===== config.mk =====
export PLATFORM = sky130hd
export DESIGN_NAME = wfq_ctrl
export DESIGN_NICKNAME = d
export VERILOG_FILES = /design/src/rtl/wfq_finish_tag_virtual_time_defines.svh /design/src/rtl/wfq_pkg.sv /design/src/rtl/wfq_ctrl.sv
export SDC_FILE = /design/constraint.sdc
export NUM_CORES = 1
export LEC_CHECK = 0
export BUFFER_PORTS_ARGS = -buffer_cell sky130_fd_sc_hd__buf_2
export CAP_MARGIN = 15
export CORE_AREA = 2 2 39 41
export DETAILED_ROUTE_END_ITERATION = 10
export DIE_AREA = 0 0 41 43
export PLACE_DENSITY = 0.67
export SLEW_MARGIN = 20
export SYNTH_ARGS = -nofsm -noshare
export SYNTH_HDL_FRONTEND = slang
export SYNTH_SLANG_ARGS = --single-unit

===== constraint.sdc =====
create_clock -name clk -period 2.6 [get_ports clk]
set_input_delay 0.52 -clock clk [delete_from_list [all_inputs] [get_ports clk]]
set_output_delay 0.52 -clock clk [all_outputs]
set_load 0.01 [all_outputs]

===== src/rtl/wfq_finish_tag_virtual_time_defines.svh =====
// Assertion macros shared by the finish-tag engine.
`ifndef WFQ_FINISH_TAG_VIRTUAL_TIME_DEFINES_SVH
`define WFQ_FINISH_TAG_VIRTUAL_TIME_DEFINES_SVH

// Same-cycle implication, checked outside reset.
`define WFQ_ASSERT_SAME(label, ante, cons, msg) \
  label: assert property (@(posedge clk) disable iff (!rst_n) (ante) |-> (cons)) \
    else $error(msg);

// Next-cycle implication, checked outside reset.
`define WFQ_ASSERT_NEXT(label, ante, cons, msg) \
  label: assert property (@(posedge clk) disable iff (!rst_n) (ante) |=> (cons)) \
    else $error(msg);

`endif


===== src/rtl/wfq_pkg.sv =====
// Package with widths, register indexes and control structs of the finish-tag engine.
package wfq_pkg;

  localparam int TIME_W      = 48;
  localparam int ARRIVAL_W   = 32;
  localparam int FLOW_W      = 2;
  localparam int LEN_W       = 16;
  localparam int WEIGHT_W    = 16;
  localparam int RATE_W      = 24;
  localparam int SUM_W       = 18;
  localparam int PROD_W      = 40;
  localparam int DIV_DW      = 56;
  localparam int DIV_VW      = 40;
  localparam int DEP_W       = 56;
  localparam int NUM_WEIGHTS = 4;
  localparam int NUM_FLOWS_DEF = 4;
  localparam int APB_DW      = 32;
  localparam int APB_AW      = 5;

  localparam logic [TIME_W-1:0]   MAX48      = {TIME_W{1'b1}};
  localparam logic [WEIGHT_W-1:0] WEIGHT_RST = 16'd256;
  localparam logic [RATE_W-1:0]   RATE_RST   = 24'd256;

  localparam logic [2:0] REG_WEIGHT_0 = 3'd0;
  localparam logic [2:0] REG_WEIGHT_1 = 3'd1;
  localparam logic [2:0] REG_WEIGHT_2 = 3'd2;
  localparam logic [2:0] REG_WEIGHT_3 = 3'd3;
  localparam logic [2:0] REG_RATE     = 3'd4;

  typedef struct packed {
    logic load;
    logic first;
    logic clear;
    logic div_proj;
    logic proj_hold;
    logic proj_take;
    logic mul_dep;
    logic apply;
    logic fin;
    logic mul_rate;
    logic div_tag;
    logic tag_apply;
  } wfq_cmd_t;

  typedef struct packed {
    logic started;
    logic busy;
    logic s_zero;
    logic depart;
    logic div_done;
    logic div_busy;
    logic flow_ok;
    logic prod_zero;
  } wfq_sts_t;

endpackage


===== src/rtl/wfq_ctrl.sv =====
// Controller state machine sequencing round update, departures and tagging.
module wfq_ctrl import wfq_pkg::*; (
  input  logic     clk,
  input  logic     rst_n,
  input  logic     in_valid,
  output logic     in_ready,
  output logic     out_valid,
  input  logic     out_ready,
  input  wfq_sts_t sts,
  output wfq_cmd_t cmd
);

  typedef enum logic [3:0] {
    S_IDLE, S_CHECK, S_PROJ, S_DIVP, S_DEP, S_APPLY, S_TAGM, S_TAGD, S_DIVT, S_TAGA
  } state_t;

  state_t state_r, state_nxt;
  logic   out_valid_r, out_valid_nxt;

  always_comb begin
    state_nxt     = state_r;
    cmd           = '0;
    out_valid_nxt = out_valid_r && !out_ready;
    unique case (state_r)
      S_IDLE: begin
        if (in_valid) begin
          cmd.load  = 1'b1;
          state_nxt = S_CHECK;
        end
      end
      S_CHECK: begin
        if (!sts.started) begin
          cmd.first = 1'b1;
          state_nxt = S_TAGM;
        end else if (!sts.busy) begin
          cmd.clear = 1'b1;
          state_nxt = S_TAGM;
        end else begin
          state_nxt = S_PROJ;
        end
      end
      S_PROJ: begin
        if (sts.s_zero) begin
          cmd.proj_hold = 1'b1;
          state_nxt     = S_DEP;
        end else begin
          cmd.div_proj = 1'b1;
          state_nxt    = S_DIVP;
        end
      end
      S_DIVP: begin
        if (sts.div_done) begin
          cmd.proj_take = 1'b1;
          state_nxt     = S_DEP;
        end
      end
      S_DEP: begin
        if (sts.depart) begin
          cmd.mul_dep = 1'b1;
          state_nxt   = S_APPLY;
        end else begin
          cmd.fin   = 1'b1;
          state_nxt = S_TAGM;
        end
      end
      S_APPLY: begin
        cmd.apply = 1'b1;
        state_nxt = S_PROJ;
      end
      S_TAGM: begin
        cmd.mul_rate = 1'b1;
        state_nxt    = S_TAGD;
      end
      S_TAGD: begin
        if (sts.flow_ok && !sts.prod_zero) begin
          cmd.div_tag = 1'b1;
          state_nxt   = S_DIVT;
        end else begin
          state_nxt = S_TAGA;
        end
      end
      S_DIVT: begin
        if (sts.div_done) begin
          state_nxt = S_TAGA;
        end
      end
      S_TAGA: begin
        if (!out_valid_r || out_ready) begin
          cmd.tag_apply = 1'b1;
          out_valid_nxt = 1'b1;
          state_nxt     = S_IDLE;
        end
      end
      default: state_nxt = S_IDLE;
    endcase
  end

  always_ff @(posedge clk) begin
    if (!rst_n) begin
      state_r     <= S_IDLE;
      out_valid_r <= 1'b0;
    end else begin
      state_r     <= state_nxt;
      out_valid_r <= out_valid_nxt;
    end
  end

  assign in_ready  = state_r == S_IDLE;
  assign out_valid = out_valid_r;

endmodule


---- Yosys cells after proc, flatten, opt, wreduce, memory -nomap -nowiden ----
Cells that the tools add are included.
word-level totals
  register bits ........................... 5
  output and inout bits ................... 14
cells by class
  muxes and demuxes ....................... 33
  equality and inequality tests ........... 13
  reductions and logical operators ........ 8
operator list
  operator                                              count
  one-hot mux 4 bit (10 select lines)                   1
  2-to-1 mux 1 bit                                      22
  2-to-1 mux 4 bit                                      5
  equality test 4 x 3 -> 1 bit (second input constant)  4
  equality test 4 x 2 -> 1 bit (second input constant)  2
  equality test 4 bit (second input constant)           2
  != test 2 bit (second input constant)                 4
  2-to-1 mux 2 bit                                      3
  2-to-1 mux 3 bit                                      2
  equality test 4 x 1 -> 1 bit (second input constant)  1
  logical NOT 4 bit                                     1
  AND reduction 4 bit                                   1
  logical NOT 1 bit                                     3
  logical AND 1 bit                                     2
  logical OR 1 bit                                      1

---- Depth between registers and ports, before layout ----
  depth in word-level cells ............... 4
  depth in mapped cells ................... 5
  depth with buffers taken out ............ 4

---- Worst setup path after synthesis ----
No wires, ideal clock.
  path type ............................... reg2out
  start point ............................. reg state_r[0]
  end point ............................... out cmd[9] (netlist bit)
  buffers on the path ..................... 1
  stages on the path, launching flop included .. 4
  arrival ................................. 1.255 ns
  slack ................................... 0.825 ns
  path through ............................ dfxtp_1 clkbuf_1 nand2b_1 nor4bb_1
RTL lines
  item                    RTL line         source
  from (decl)             wfq_ctrl.sv:17   state_t state_r, state_nxt;
  from (signal assigned)  wfq_ctrl.sv:103  state_r <= state_nxt;
  to (decl)               wfq_ctrl.sv:10   output wfq_cmd_t cmd

==> results.json <==
{
  "hold_path.class": "input port to register",
  "yosys_most_used_dff": "dfxtp_1",
  "reg2reg_slack_ns": 0.84,
  "stdcell_count": 101,
  "dpl.cell_count": 97,
  "timing.hold.ws_ns": 0.550,
  "grt_pass1_wl_mm": 1.77,
  "drive_gt1_share_pct": 36.5,
  "fin_tns_setup_ns": 0,
  "dr.first_iter.drc_count": 10,
  "ys_ff_latch": 5,
  "final_common_cell": "buf_2",
  "synthCells": 61,
  "worst_pin_slew_ns": 0.550,
  "setup_viol": 0,
  "clk_latency_ns": 0.24,
  "path_cells": "nor4_1 > and2_1 > buf_2",
  "clkTransAtPathRegs_ns": 0.04,
  "synth_cell_types": 34,
  "synth.cell_area_sq_um": 480,
  "min-delay-start": "rst_n",
  "dr.pass1.iters": 3,
  "hold_path_depth": 2,
  "io_pins": 26,
  "port_buffers": 24,
  "power.density_nw_per_um2": 866,
  "syn_nets": 73,
  "grt_pass1_vias": 408,
  "die_w_um": 41,
  "synth_warnings": 0,
  "r2r-start": "state_r[2]",
  "cts_tree": "built",
  "peakVddDrop_mv": 0.633,
  "max-cap-violations": 0,
  "final_max_slew_viol_count": 0,
  "cp_data_required_time_ns": 2.08,
  "cp.arrival_ns": 1.56,
  "whs_endpoint": "state_r[1]",
  "dieArea_sq_um": 1760,
  "area_growth_pct": 31.2,
  "nets": 98,
  "hold_viol_final": 0,
  "cp_slowest_stage_delay_ns": 0.54,
  "post-cts-setup-buffer-count": 0,
  "dp_hpwl_um": 868,
  "drt-total-wl_mm": 1.18,
  "core-area_sq_um": 1380,
  "antenna_found_initial": 0,
  "skew_ns": 0.00442,
  "cts_resized": 0,
  "async_flop_share_pct": 0,
  "syn_area_per_cell_sq_um": 7.88,
  "rsz0062_at_grt": "no",
  "critPathSlowestCell": "nor4_1",
  "vias": 556,
  "wire_per_inst_um": 11.7,
  "status": "complete, no violations",
  "leakage_nw": 0.269,
  "crit_fanout": 16,
  "final_core_util_pct": 45.6,
  "fin_crit_sh_pct": 80.1,
  "layout_common_cells": "24 x buf_2, 5 x dfxtp_1, 4 x nor2_1, 4 x nor4_1",
  "clock-sinks": 5,
  "endpoint_kind": "output pin",
  "numCtsBuffers": 3,
  "start_util_pct": 34.7,
  "drc": 0,
  "relSlewSlack_pct": 63.3,
  "grt_util_all_layers_pct": 14.2,
  "cp-start-kind": "register",
  "crit_type": "register to output pin",
  "cpLargestDelayFamily": "simple AND/OR/NAND/NOR gates",
  "vias_per_cell": 5.50,
  "grt-ovfl-total": 0,
  "synth_edf_count": 0,
  "gp_congestion": 0.715,
  "drtAntennaViolNets": 0,
  "antenna_cells": 0,
  "crit_buf_inv": 1,
  "htreeDepth": 1,
  "finalCriticalPeriod_ns": 2.08,
  "root_buffer": "clkbuf_4",
  "max_freq_mhz": 480,
  "rr_worst_depth": 4,
  "ys_seq_area_share_pct": 20.8,
  "die_h_um": 43,
  "rows": 14,
  "r2r_end": "state_r[2]",
  "hold_buffers": 0,
  "clock_path_buffers": 2,
  "grt_max_degree": 18
}
[final cells by class]
class,instances,area (sq um)
clock buffers,4,26.3
fillers,146,753
inverters,4,15.0
multi-input cells,48,349
flip-flops and latches,5,100
well taps,16,20.0
repair buffers,24,120
[worst max-delay path by stage]
| stage | endpoint | slack, ns | startpoint | depth (start not counted) |
|---|---|---|---|---|
| 6_report | cmd[11] | 0.52 | state_r[0] | 3 |
| 5_1_grt | cmd[11] | 0.39 | state_r[0] | 3 |
| 4_1_cts | cmd[11] | 0.51 | state_r[0] | 3 |
| 3_5_place_dp | cmd[11] | 0.79 | state_r[0] | 3 |
| 3_3_place_gp | cmd[11] | 0.82 | state_r[0] | 3 |
| 2_1_floorplan | cmd[9] | 0.82 | state_r[0] | 3 |
[kinds of logic (layout without fill, tap and decap cells)]
logic type | count (synthesis) | after routing | share of synthesized area (%)
and+or+nand+nor | 30 | 30 | 42.4
AOI/OAI and AO/OA | 18 | 18 | 30.2
buffers and inverters | 8 | 32 | 6.51
DFF | 5 | 5 | 20.8
[power by group]
part | leakage, nW | internal [W] | total, W | switching (W)
Sequential | 0.0409 | 0.0000985 | 0.000185 | 0.0000869
Clock | 0.0150 | 0.0000580 | 0.0000895 | 0.0000315
Combinational | 0.213 | 0.000139 | 0.000271 | 0.000132
Total | 0.269 | 0.000296 | 0.000546 | 0.000250
[stage by stage]
stage          area (sq um)  total power (W)  worst slack, ns
6_report                631         0.000546            0.517
5_1_grt                 631         0.000594            0.387
4_1_cts                 631         0.000549            0.512
3_5_place_dp            604         0.000456            0.793
3_3_place_gp            604         0.000451            0.817
2_1_floorplan           480         0.000370            0.825
[per-layer routing]
layer | track usage [%] | routed length (um)
met1 | 21.2 | 533
met2 | 19.1 | 607
met3 | 4.71 | 40
met4 | 4.00 | 0
met5 | 0 | 0
[cells in the mapped netlist (all sizes together), types with 2 or more instances]
master	number	area [sq um]
nor3b	3	22.5
a211oi	2	25.0
o21ai	4	20.0
clkbuf	3	11.3
and4	2	17.5
a21boi	3	22.5
nor4	4	25.0
nand2b	2	12.5
dfxtp	5	100
inv	4	15.0
nor3	2	10.0
nor2b	2	12.5
nor2	4	15.0
and2	2	12.5
a21o	2	15.0
[registers in the layout, summed over array words and instances (netlist names)]
| register | count |
|---|---|
| state_r | 4 |
| out_valid | 1 |
Power figures use the tool's default switching activity.
